### config.mk
export PLATFORM = sky130hd
export DESIGN_NAME = scaled_blit_source_address_generator_flat
export DESIGN_NICKNAME = d
export VERILOG_FILES = /design/src/hdl/sbsag_pkg.sv /design/src/hdl/sbsag_if.sv /design/src/hdl/scaled_blit_source_address_generator.sv /design/src/flat_wrapper.sv
export SDC_FILE = /design/constraint.sdc
export NUM_CORES = 1
export LEC_CHECK = 0
export ABC_AREA = 1
export BUFFER_PORTS_ARGS = -buffer_cell sky130_fd_sc_hd__buf_4
export CAP_MARGIN = 20
export CORE_MARGIN = 3
export CORE_UTILIZATION = 62
export DETAILED_ROUTE_END_ITERATION = 7
export PLACE_DENSITY = 0.8
export SYNTH_ARGS = -nofsm -noshare
export SYNTH_HDL_FRONTEND = slang
export SYNTH_SLANG_ARGS = --single-unit
### constraint.sdc
create_clock -name clock -period 9.35 [get_ports clock]
set_input_delay 1.87 -clock clock [delete_from_list [all_inputs] [get_ports clock]]
set_output_delay 1.87 -clock clock [all_outputs]
set_load 0.03 [all_outputs]
### src/hdl/sbsag_pkg.sv
// Shared types and constants for the scaled blit source address generator.
// No dependencies; every other file of the block uses this package.
package sbsag_pkg;

   localparam int INDEX_W     = 40;   // Q24.16 source index
   localparam int WIDTH_W     = 13;   // image width register
   localparam int ROW_FRAC_W  = 16;   // fractional row position
   localparam int STEP_W      = 24;   // Q8.16 steps
   localparam int STEP_FRAC_W = 16;
   localparam int LOOP_W      = 13;   // loop count registers
   localparam int COUNT_W     = 12;   // column and row counters
   localparam int MIRROR_W    = 2;
   localparam int CSR_DATA_W  = 40;
   localparam int CSR_INDEX_W = 3;
   localparam int DIFF_W      = STEP_W - STEP_FRAC_W + 1;  // row change, 0..256
   localparam int PROD_W      = WIDTH_W + DIFF_W;

   localparam logic [LOOP_W-1:0]  LOOP_LIMIT = LOOP_W'(4096);
   localparam logic [INDEX_W-1:0] INDEX_MAX  = {INDEX_W{1'b1}};

   localparam int MIRROR_H = 0;
   localparam int MIRROR_V = 1;

   typedef enum logic [CSR_INDEX_W-1:0] {
      CSR_IMAGE_WIDTH     = 3'd0,
      CSR_START_INDEX     = 3'd1,
      CSR_START_ROW_FRAC  = 3'd2,
      CSR_STEP_X          = 3'd3,
      CSR_STEP_Y          = 3'd4,
      CSR_COLUMNS_PER_ROW = 3'd5,
      CSR_ROWS_PER_PASS   = 3'd6,
      CSR_MIRROR_MODE     = 3'd7
   } csr_index_type;

   // Clamp a loop count: zero runs once, anything above the limit runs the limit.
   function automatic logic [LOOP_W-1:0] loop_len(input logic [LOOP_W-1:0] v);
      logic [LOOP_W-1:0] r;
      if (v == '0) begin
         r = LOOP_W'(1);
      end else if (v > LOOP_LIMIT) begin
         r = LOOP_LIMIT;
      end else begin
         r = v;
      end
      return r;
   endfunction

endpackage

### src/hdl/sbsag_if.sv
// Valid/ready channel interfaces for the request and response sides.
// Depends on sbsag_pkg for the payload widths.
interface sbsag_req_if;
   logic valid;
   logic ready;
   logic advance;

   modport source (output valid, output advance, input ready);
   modport sink   (input valid, input advance, output ready);
endinterface

interface sbsag_rsp_if;
   logic                        valid;
   logic                        ready;
   logic [sbsag_pkg::INDEX_W-1:0] pixel_index;
   logic                        pass_done;

   modport source (output valid, output pixel_index, output pass_done, input ready);
   modport sink   (input valid, input pixel_index, input pass_done, output ready);
endinterface

### src/hdl/scaled_blit_source_address_generator.sv
// Scaled blit source address generator: one Q24.16 source index per request.
// Depends on sbsag_pkg and the channel interfaces in sbsag_if.sv.
//
// Usage:
//  - req channel: each transfer with advance high asks for the next source
//    index; a transfer with advance low is consumed and changes nothing.
//  - rsp channel: one transfer per request, carrying pixel_index (Q24.16,
//    saturated) and pass_done, high when that step closed the pass and the
//    start values were reloaded.
//  - csr port: write enable, register index and data; program the registers
//    only while no request is in flight. The start values are picked up at the
//    first request after reset and at every pass end.
//  - Result: registered, valid in the cycle after its request transfer.
//  - Throughput: one request per cycle while rsp.ready is high. The limiting
//    path is the row move: a small width-by-row-change multiply followed by a
//    40-bit saturating add or subtract into the result register.
//  - Reset: configuration returns to its defaults, counters clear and the
//    block waits for its first request, which returns start_index.
//  - Stall: the result register holds while rsp.ready is low and req.ready
//    drops with it; a waiting result is replaced in the same cycle it leaves.
module scaled_blit_source_address_generator #(
   parameter int MAX_IMAGE_WIDTH = 4096,
   parameter int INDEX_FRAC_BITS = 16
) (
   input  logic                                clock,
   input  logic                                reset,
   sbsag_req_if.sink                           req,
   sbsag_rsp_if.source                         rsp,
   input  logic                                csr_wr_en,
   input  logic [sbsag_pkg::CSR_INDEX_W-1:0]   csr_index,
   input  logic [sbsag_pkg::CSR_DATA_W-1:0]    csr_wr_data
);
   import sbsag_pkg::*;

   localparam int MOVE_W = PROD_W + INDEX_FRAC_BITS;
   localparam int SUM_W  = ((MOVE_W > INDEX_W) ? MOVE_W : INDEX_W) + 1;

   // Configuration registers
   logic [WIDTH_W-1:0]    image_width_ff;
   logic [INDEX_W-1:0]    start_index_ff;
   logic [ROW_FRAC_W-1:0] start_row_frac_ff;
   logic [STEP_W-1:0]     step_x_ff;
   logic [STEP_W-1:0]     step_y_ff;
   logic [LOOP_W-1:0]     columns_ff;
   logic [LOOP_W-1:0]     rows_ff;
   logic [MIRROR_W-1:0]   mirror_ff;

   // Walk state
   logic                  started_ff,      started_in;
   logic [COUNT_W-1:0]    column_count_ff, column_count_in;
   logic [COUNT_W-1:0]    row_count_ff,    row_count_in;
   logic [INDEX_W-1:0]    current_ff,      current_in;
   logic [INDEX_W-1:0]    row_start_ff,    row_start_in;
   logic [ROW_FRAC_W-1:0] row_frac_ff,     row_frac_in;

   // Result register
   logic                  rsp_valid_ff,    rsp_valid_in;
   logic [INDEX_W-1:0]    rsp_index_ff,    rsp_index_in;
   logic                  rsp_done_ff,     rsp_done_in;

   logic                  step;
   logic [LOOP_W-1:0]     next_col;
   logic [LOOP_W-1:0]     next_row;
   logic                  row_end;
   logic                  pass_end;
   logic [INDEX_W:0]      h_sum;
   logic [INDEX_W-1:0]    h_add;
   logic [INDEX_W-1:0]    h_sub;
   logic [INDEX_W-1:0]    h_next;
   logic [ROW_FRAC_W:0]   frac_sum;
   logic [DIFF_W-1:0]     row_diff;
   logic [WIDTH_W-1:0]    width_eff;
   logic [PROD_W-1:0]     move_pixels;
   logic [MOVE_W-1:0]     move;
   logic [SUM_W-1:0]      v_sum;
   logic [SUM_W-1:0]      v_dif;
   logic [INDEX_W-1:0]    v_add;
   logic [INDEX_W-1:0]    v_sub;
   logic [INDEX_W-1:0]    row_moved;

   // A new request can enter whenever the result slot is empty or draining.
   assign req.ready       = !rsp_valid_ff || rsp.ready;
   assign step            = req.valid && req.ready && req.advance;
   assign rsp.valid       = rsp_valid_ff;
   assign rsp.pixel_index = rsp_index_ff;
   assign rsp.pass_done   = rsp_done_ff;

   // Loop position
   assign next_col = LOOP_W'(column_count_ff) + LOOP_W'(1);
   assign next_row = LOOP_W'(row_count_ff) + LOOP_W'(1);
   assign row_end  = next_col >= loop_len(columns_ff);
   assign pass_end = row_end && (next_row >= loop_len(rows_ff));

   // Horizontal step, saturating at both ends
   assign h_sum  = {1'b0, current_ff} + (INDEX_W + 1)'(step_x_ff);
   assign h_add  = h_sum[INDEX_W] ? INDEX_MAX : h_sum[INDEX_W-1:0];
   assign h_sub  = (INDEX_W'(step_x_ff) > current_ff) ? '0
                                                     : current_ff - INDEX_W'(step_x_ff);
   assign h_next = mirror_ff[MIRROR_H] ? h_sub : h_add;

   // Row accumulator: the integer part moves by the step's integer part plus
   // the carry out of the fraction, so only the fraction needs storing.
   assign frac_sum  = {1'b0, row_frac_ff} + {1'b0, step_y_ff[STEP_FRAC_W-1:0]};
   assign row_diff  = DIFF_W'(step_y_ff[STEP_W-1:STEP_FRAC_W]) + DIFF_W'(frac_sum[ROW_FRAC_W]);
   assign width_eff = (32'(image_width_ff) > MAX_IMAGE_WIDTH) ? WIDTH_W'(MAX_IMAGE_WIDTH)
                                                             : image_width_ff;
   assign move_pixels = PROD_W'(width_eff) * PROD_W'(row_diff);
   assign move        = {move_pixels, {INDEX_FRAC_BITS{1'b0}}};

   // Vertical move of the row start, saturating at both ends
   assign v_sum = SUM_W'(row_start_ff) + SUM_W'(move);
   assign v_dif = SUM_W'(row_start_ff) - SUM_W'(move);
   assign v_add = (v_sum > SUM_W'(INDEX_MAX)) ? INDEX_MAX : v_sum[INDEX_W-1:0];
   assign v_sub = (SUM_W'(move) > SUM_W'(row_start_ff)) ? '0 : v_dif[INDEX_W-1:0];
   assign row_moved = (row_diff == '0)       ? row_start_ff :
                      mirror_ff[MIRROR_V]    ? v_sub        : v_add;

   always_comb begin
      started_in      = started_ff;
      column_count_in = column_count_ff;
      row_count_in    = row_count_ff;
      current_in      = current_ff;
      row_start_in    = row_start_ff;
      row_frac_in     = row_frac_ff;
      rsp_index_in    = rsp_index_ff;
      rsp_done_in     = rsp_done_ff;
      // Hold a stalled result, drop it once taken.
      rsp_valid_in    = rsp_valid_ff && !rsp.ready;

      if (step) begin
         rsp_valid_in = 1'b1;
         rsp_done_in  = 1'b0;
         if (!started_ff || pass_end) begin
            // Load the start values; a pass end also flags the restart.
            started_in      = 1'b1;
            column_count_in = '0;
            row_count_in    = '0;
            current_in      = start_index_ff;
            row_start_in    = start_index_ff;
            row_frac_in     = start_row_frac_ff;
            rsp_index_in    = start_index_ff;
            rsp_done_in     = started_ff;
         end else if (row_end) begin
            // Return to the row start, moved by whole source rows.
            column_count_in = '0;
            row_count_in    = next_row[COUNT_W-1:0];
            row_frac_in     = frac_sum[ROW_FRAC_W-1:0];
            row_start_in    = row_moved;
            current_in      = row_moved;
            rsp_index_in    = row_moved;
         end else begin
            column_count_in = next_col[COUNT_W-1:0];
            current_in      = h_next;
            rsp_index_in    = h_next;
         end
      end
   end

   always_ff @(posedge clock) begin
      if (reset) begin
         image_width_ff    <= WIDTH_W'(1);
         start_index_ff    <= '0;
         start_row_frac_ff <= '0;
         step_x_ff         <= STEP_W'(65536);
         step_y_ff         <= STEP_W'(65536);
         columns_ff        <= LOOP_W'(1);
         rows_ff           <= LOOP_W'(1);
         mirror_ff         <= '0;
      end else if (csr_wr_en) begin
         unique case (csr_index_type'(csr_index))
            CSR_IMAGE_WIDTH:     image_width_ff    <= csr_wr_data[WIDTH_W-1:0];
            CSR_START_INDEX:     start_index_ff    <= csr_wr_data[INDEX_W-1:0];
            CSR_START_ROW_FRAC:  start_row_frac_ff <= csr_wr_data[ROW_FRAC_W-1:0];
            CSR_STEP_X:          step_x_ff         <= csr_wr_data[STEP_W-1:0];
            CSR_STEP_Y:          step_y_ff         <= csr_wr_data[STEP_W-1:0];
            CSR_COLUMNS_PER_ROW: columns_ff        <= csr_wr_data[LOOP_W-1:0];
            CSR_ROWS_PER_PASS:   rows_ff           <= csr_wr_data[LOOP_W-1:0];
            CSR_MIRROR_MODE:     mirror_ff         <= csr_wr_data[MIRROR_W-1:0];
         endcase
      end
   end

   always_ff @(posedge clock) begin
      if (reset) begin
         started_ff      <= 1'b0;
         column_count_ff <= '0;
         row_count_ff    <= '0;
         rsp_valid_ff    <= 1'b0;
      end else begin
         started_ff      <= started_in;
         column_count_ff <= column_count_in;
         row_count_ff    <= row_count_in;
         rsp_valid_ff    <= rsp_valid_in;
      end
   end

   // Datapath: the first request reloads everything, so no reset is needed.
   always_ff @(posedge clock) begin
      current_ff   <= current_in;
      row_start_ff <= row_start_in;
      row_frac_ff  <= row_frac_in;
      rsp_index_ff <= rsp_index_in;
      rsp_done_ff  <= rsp_done_in;
   end

   // Counters stay clear until the first request has loaded the pass.
   a_idle_counts: assert property (@(posedge clock) disable iff (reset)
      !started_ff |-> (column_count_ff == '0) && (row_count_ff == '0))
      else $error("counters moved before the first request");

   // Every request leaves a result in the output register.
   a_step_result: assert property (@(posedge clock) disable iff (reset)
      step |=> rsp_valid_ff)
      else $error("request produced no result");

   // The first request returns the start index without a pass flag.
   a_first_start: assert property (@(posedge clock) disable iff (reset)
      step && !started_ff |=> (rsp_index_ff == $past(start_index_ff)) && !rsp_done_ff)
      else $error("first result is not the start index");

   // A pass end restarts at the start index with counters cleared.
   a_pass_restart: assert property (@(posedge clock) disable iff (reset)
      step && started_ff && pass_end |=> rsp_done_ff
         && (rsp_index_ff == $past(start_index_ff)) && (current_ff == rsp_index_ff)
         && (column_count_ff == '0) && (row_count_ff == '0))
      else $error("pass end did not restart the walk");

   // A flagged result only comes from a step that ended a pass.
   a_done_source: assert property (@(posedge clock) disable iff (reset)
      step && !(started_ff && pass_end) |=> !rsp_done_ff)
      else $error("pass flag raised outside a pass end");

endmodule
### src/flat_wrapper.sv
// flat-port wrapper written by rule: the top's interface ports become plain ports
module scaled_blit_source_address_generator_flat import sbsag_pkg::*;
#(
   parameter int MAX_IMAGE_WIDTH = 4096,
   parameter int INDEX_FRAC_BITS = 16
)
  (clock, reset, csr_wr_en, csr_index, csr_wr_data, req_valid, req_advance, req_ready, rsp_valid, rsp_pixel_index, rsp_pass_done, rsp_ready);
  sbsag_req_if req_i ();
  sbsag_rsp_if rsp_i ();
  input  logic clock;
  input  logic reset;
  input  logic csr_wr_en;
  input  logic [sbsag_pkg::CSR_INDEX_W-1:0] csr_index;
  input  logic [sbsag_pkg::CSR_DATA_W-1:0] csr_wr_data;
  input wire logic [$bits(req_i.valid)-1:0] req_valid;
  input wire logic [$bits(req_i.advance)-1:0] req_advance;
  output wire logic [$bits(req_i.ready)-1:0] req_ready;
  output wire logic [$bits(rsp_i.valid)-1:0] rsp_valid;
  output wire logic [$bits(rsp_i.pixel_index)-1:0] rsp_pixel_index;
  output wire logic [$bits(rsp_i.pass_done)-1:0] rsp_pass_done;
  input wire logic [$bits(rsp_i.ready)-1:0] rsp_ready;
  assign req_i.valid = req_valid;
  assign req_i.advance = req_advance;
  assign req_ready = req_i.ready;
  assign rsp_valid = rsp_i.valid;
  assign rsp_pixel_index = rsp_i.pixel_index;
  assign rsp_pass_done = rsp_i.pass_done;
  assign rsp_i.ready = rsp_ready;
  scaled_blit_source_address_generator #(.MAX_IMAGE_WIDTH(MAX_IMAGE_WIDTH), .INDEX_FRAC_BITS(INDEX_FRAC_BITS)) u_core (.clock(clock), .reset(reset), .req(req_i), .rsp(rsp_i), .csr_wr_en(csr_wr_en), .csr_index(csr_index), .csr_wr_data(csr_wr_data));
endmodule
# Word-level counts from Yosys, hierarchy flattened
# Cells that the tools add are included.
[totals]
reg_bits = 268
latch_bits = 0
ramBits = 0
romBits = 0
input_bits = 49
word_cells = 87
n_memories = 0
[op_classes]
addsub = 8
mul = 1
div = 0
order_cmp = 8
eq_ne = 7
shifts = 0
mux = 23
bitwise = 0
reduce_logical = 24
[op_table]
columns = ["operator", "n"]
rows = [
  ["40-bit 2-to-1 mux", 11],
  ["13-bit 2-to-1 mux", 5],
  ["12-bit 2-to-1 mux", 4],
  ["40-bit by 24-bit adder with 41-bit output", 1],
  ["40-bit by 38-bit adder with 41-bit output", 1],
  ["41-bit by 40-bit greater-than comparator with 1-bit output, second input constant", 1],
  ["24-bit by 40-bit greater-than comparator with 1-bit output", 1],
  ["38-bit by 40-bit greater-than comparator with 1-bit output", 1],
  ["40-bit by 24-bit subtractor with 40-bit output", 1],
  ["40-bit by 38-bit subtractor with 40-bit output", 1],
  ["13-bit greater-than comparator, second input constant", 3],
  ["16-bit 2-to-1 mux", 2],
  ["12-bit by 1-bit adder with 13-bit output, second input constant", 2],
  ["13-bit greater-or-equal comparator", 2],
  ["13-bit logical NOT", 2],
  ["13-bit by 9-bit multiplier with 22-bit output", 1],
  ["2-bit AND reduction", 10],
  ["16-bit by 16-bit adder with 17-bit output", 1],
  ["3-bit == test, second input constant", 4],
  ["8-bit by 1-bit adder with 9-bit output", 1],
  ["9-bit logical NOT", 1],
  ["3-bit by 2-bit == test with 1-bit output, second input constant", 2],
  ["1-bit logical AND", 4],
  ["3-bit by 1-bit == test with 1-bit output, second input constant", 1],
  ["other kinds (5)", 8],
]

# Logic depth before layout (Yosys ltp)
[logic_depth]
word_depth = 10
depth_mapped = 60
depth_no_buf = 57

# Worst setup path before layout
# No wires, ideal clock.
[synth_timing]
path_type = "register to register"
startpoint = "register u_core.row_frac_ff[0]"
endpoint = "register u_core.rsp_index_ff[15], in the netlist u_core.rsp.pixel_index[15], data pin"
setup_time_ps = 251
arrival_time_ps = 8294
slack_ps = 805
stages_incl_launch_ff = 52
n_path_buf = 2
cell_sequence = "edfxtp_1 > ha_1 > fa_1 > nand3_1 > nand2_1 > nand3_1 > nand4_1 > nand3_1 > nand2_1 > a21oi_1 > o21bai_1 > ha_1 > ha_1 > nand2_1 > inv_1 > nand2_1 > nor2_2 > nand3_1 > (+16 left out) > o21bai_1 > xor2_1 > inv_1 > ha_1 > inv_2 > nand2_1 > inv_2 > nand2_1 > nand2_1 > a21oi_1 > nand3_4 > nor3_4 > nor2_8 > buf_6 > nand2_2 > nand3_1 > o21ai_2 > inv_2"
[synth_between]
elab_chain_len = 10
word_cells_on_any_way = 13
classes_between = "add/sub: 3; mul: 1; order compare: 2; mux: 6; reduce/logical: 1"
[synth_rtl]
columns = ["item", "line_no", "rtl"]
rows = [
  ["start: declaration", "scaled_blit_source_address_generator.sv:54", "logic [ROW_FRAC_W-1:0] row_frac_ff, row_frac_in;"],
  ["start signal: assignment", "scaled_blit_source_address_generator.sv:201", "row_frac_ff <= row_frac_in;"],
  ["16-bit by 16-bit adder with 17-bit output *", "scaled_blit_source_address_generator.sv:103", "assign frac_sum = {1'b0, row_frac_ff} + {1'b0, step_y_ff[STEP_FRAC_W-1:0]};"],
  ["8-bit by 1-bit adder with 9-bit output *", "scaled_blit_source_address_generator.sv:104", "assign row_diff = DIFF_W'(step_y_ff[STEP_W-1:STEP_FRAC_W]) + DIFF_W'(frac_sum[ROW_FRAC_W]);"],
  ["13-bit by 9-bit multiplier with 22-bit output", "scaled_blit_source_address_generator.sv:107", "assign move_pixels = PROD_W'(width_eff) * PROD_W'(row_diff);"],
  ["40-bit by 38-bit adder with 41-bit output", "scaled_blit_source_address_generator.sv:111", "assign v_sum = SUM_W'(row_start_ff) + SUM_W'(move);"],
  ["41-bit by 40-bit greater-than comparator with 1-bit output", "scaled_blit_source_address_generator.sv:113", "assign v_add = (v_sum > SUM_W'(INDEX_MAX)) ? INDEX_MAX : v_sum[INDEX_W-1:0];"],
  ["40-bit 2-to-1 mux", "scaled_blit_source_address_generator.sv:113", ""],
  ["40-bit 2-to-1 mux", "scaled_blit_source_address_generator.sv:116", "mirror_ff[MIRROR_V] ? v_sub : v_add;"],
  ["40-bit 2-to-1 mux *", "scaled_blit_source_address_generator.sv:115", "assign row_moved = (row_diff == '0) ? row_start_ff :"],
  ["40-bit 2-to-1 mux *", "scaled_blit_source_address_generator.sv:143", "end else if (row_end) begin"],
  ["40-bit 2-to-1 mux *", "scaled_blit_source_address_generator.sv:133", "if (!started_ff || pass_end) begin"],
  ["end signal: assignment", "scaled_blit_source_address_generator.sv:202", "rsp_index_ff <= rsp_index_in;"],
  ["end: declaration", "scaled_blit_source_address_generator.sv:58", "logic [INDEX_W-1:0] rsp_index_ff, rsp_index_in;"],
]
# Mark *: on every way between the ends. The rest lies on a longest branch, timed or not.
# A chain may end at the register's enable or synchronous reset.

# Final worst setup path
[layout_timing]
startpoint = "register u_core.row_frac_ff[0]"
endpoint = "register u_core.rsp_index_ff[19], in the netlist u_core.rsp.pixel_index[19], data pin"
# Same word-level chain as after synthesis.

==> impl_metrics.tcl <==
set metrics [dict create \
    cap_violations 0 \
    place.gp.congestion 1.092 \
    cts_buffer_depth 3 \
    synth_area_leader_cell "nand2_1" \
    synth_edf_count 97 \
    row_count 72 \
    numPortBuffers 91 \
    crit_family "adder cells" \
    synth_area_per_cell_sq_um 6.509 \
    p_per_area_nw_per_um2 131.4 \
    drt_iter0_drc 2450 \
    yosysTopAreaCellShare 0.1460 \
    r2r_start "u_core.row_frac_ff[0]" \
    clk_latency_ps 590 \
    p_leak_nw 14.01 \
    peakVddDrop_mv 0.1799 \
    avgViaCountPerCell 5.769 \
    antenna_found_initial 1 \
    cp_slowest_cell "fa_1" \
    cts_sinks 268 \
    cts_buffers 29 \
    grt_usage 0.3827 \
    min_path_cells 2 \
    worstPathRequired_ps 9700 \
    r2r_end "u_core.rsp.pixel_index[19]" \
    cts_tree "built" \
    dp_hpwl_mm 64.49 \
    syn_area_sq_um 24970 \
    ys_types 55 \
    cp-end-kind "register" \
    start_util 0.6371 \
    cts_root_buffer "clkbuf_16" \
    vias 25490 \
    critPathKind "reg2reg" \
    synth.most_common_cell "nand2_1" \
    layout.nets 4191 \
    yosys-top-cells-area "nand2_1, dfxtp_1, edfxtp_1, ha_1, inv_1" \
    synthTopCellsByCount "nand2_1, inv_1, nor2_1" \
    core-area_sq_um 39190 \
    die_y_microns 206.7 \
    fmax_ghz 0.1126 \
    hold_path.startpoint "u_core.column_count_ff[11]" \
    firstDrtPassIters 8 \
    cp.buffers_inverters 12 \
    slew_headroom 0.2784 \
    drv_slew 0 \
    wl_per_cell_microns 18.61 \
    period_share 0.9499 \
    htreeDepth 1 \
    fillers 3475 \
    yosys_warnings 0 \
    grt_first_pass_wirelength_mm 128.9 \
    pin_count 92 \
    dieArea_sq_um 42710 \
    grt_overflow 0 \
    final.min_clock_period_ps 8881 \
    drcViolationCount 0 \
    r2r_slack_ps 470 \
    ys_seq_area_frac 0.2538 \
    syn_inst 3836 \
    hold_viol 0 \
    syn2layout_area_growth_pct 9.206 \
    ant_nets 0 \
    grt_max_degree 79 \
    setup_viol 0 \
    finClkSkew_ps 11.65 \
    synthArstFlopShare 0 \
    drive_gt1_frac 0.07590 \
    synthesis.nets 4150 \
    die_w_microns 206.7 \
    start_kind "register" \
    crit_start "u_core.row_frac_ff[0]" \
    setup_tns_ps 0 \
    status "finished clean" \
    routed_wl_mm 82.22 \
    worstPathArrival_ps 9230 \
    ff2ff_path_depth 52 \
    min_to "u_core.column_count_ff[11]" \
    grt_pass1_vias 23990 \
    cpMostUsedCell "nand2_1" \
    synth_seq_cells 268 \
    min_path_type "reg2reg" \
    diodes 0 \
    final_util 0.6958 \
    synth_flop_cell "dfxtp_1" \
    tightestPinTransition_ps 1081 \
    final_cells 4418 \
    total_power_mw 3.583 \
    dpl.cell_count 4354 \
    cp_max_fo 11 \
    cts.clk_slew.worst_paths_ps 70 \
    cp_slowest_stage_delay_ps 550 \
]
[worst max-delay path by stage]
stage	end	depth (start not counted)	slack [ps]
floorplan	u_core.rsp.pixel_index[15]	51	800
global placement	u_core.rsp.pixel_index[15]	47	360
detailed placement	u_core.rsp.pixel_index[28]	53	150
CTS	u_core.rsp.pixel_index[28]	53	80
global route	u_core.rsp.pixel_index[19]	56	-20
finish	u_core.rsp.pixel_index[19]	52	470
[cell usage in the layout (no fill, tap or decap), types with 74 or more instances in the layout]
cell type	count
nor2_1	531
o21ai_0	215
inv_1	556
buf_4	130
ha_1	174
xor2_1	74
nand2_1	968
a21oi_1	215
dfxtp_1	171
fa_1	83
edfxtp_1	97
nand3_1	301
[tightest hold or removal path, cell delays in order, from the launching register on]
cell     delay [ps]
dfxtp_1         310
nand2_1          60
a21oi_1          50
[layout make-up]
| class | count | area [sq um] | share of cell area |
|---|---|---|---|
| Clock buffer | 42 | 855.8 | 0.03139 |
| Clock inverter | 12 | 186.4 | 0.006837 |
| Inverter | 597 | 2248 | 0.08246 |
| Multi-Input combinational cell | 2848 | 15960 | 0.5855 |
| Sequential cell | 268 | 6336 | 0.2324 |
| Tap cell | 518 | 648.1 | 0.02377 |
| Timing Repair Buffer | 133 | 1027 | 0.03767 |
[repair_timing]
item | 4_1_cts | 5_1_grt
hold buffers | 0 | 0
buffers inserted | 0 | 10
gates resized for setup | 0 | 41
setup endpoints to repair | 0 | 80
endpoints found under the hold margin | 0 | 0
[cells by family (layout without fill, tap and decap cells)]
family | count (synthesis) | count (layout) | synth area share
AO/OA/AOI/OAI | 523 | 523 | 0.1125
XOR/XNOR | 88 | 88 | 0.03117
adder cells (fa/ha/maj) | 265 | 265 | 0.1578
buffers and inverters | 720 | 784 | 0.1136
flip-flops | 268 | 268 | 0.2538
AND/OR/NAND/NOR | 1972 | 1972 | 0.3312
[per-layer routing]
| layer | GRT usage | vias up | wire, microns |
|---|---|---|---|
| li1 | - | 12270 | - |
| met1 | 0.5039 | 11680 | 33480 |
| met2 | 0.6162 | 1256 | 36370 |
| met3 | 0.07010 | 271 | 7662 |
| met4 | 0.1731 | 2 | 4690 |
| met5 | 0 | - | 13 |
[power by group]
part | total, mW | switching (mW) | internal (mW)
Combinational | 0.986 | 0.688 | 0.298
Clock | 1.26 | 0.510 | 0.751
Sequential | 1.34 | 0.0594 | 1.28
[flip-flops by register name, summed over array words and instances, names as in the netlist, 13 cells and up]
| register | cells |
|---|---|
| u_core.image_width_ff | 13 |
| u_core.row_start_ff | 40 |
| u_core.rsp.pixel_index | 40 |
| u_core.step_x_ff | 24 |
| u_core.columns_ff | 13 |
| u_core.start_index_ff | 40 |
| u_core.rows_ff | 13 |
| u_core.step_y_ff | 24 |
| u_core.start_row_frac_ff | 16 |
| u_core.row_frac_ff | 16 |
[through the flow]
stage / setup slack [ps] / hold slack (ps) / instance area [sq um]
6_report: 468.8 / 466.0 / 27270
5_1_grt: -18.57 / 492.5 / 27270
4_1_cts: 79.92 / 465.3 / 27010
3_5_place_dp: 148.1 / 455.8 / 25960
3_3_place_gp: 355.9 / 452.4 / 25960
2_1_floorplan: 804.8 / 435.4 / 24970
(Power assumes the default switching activity.)
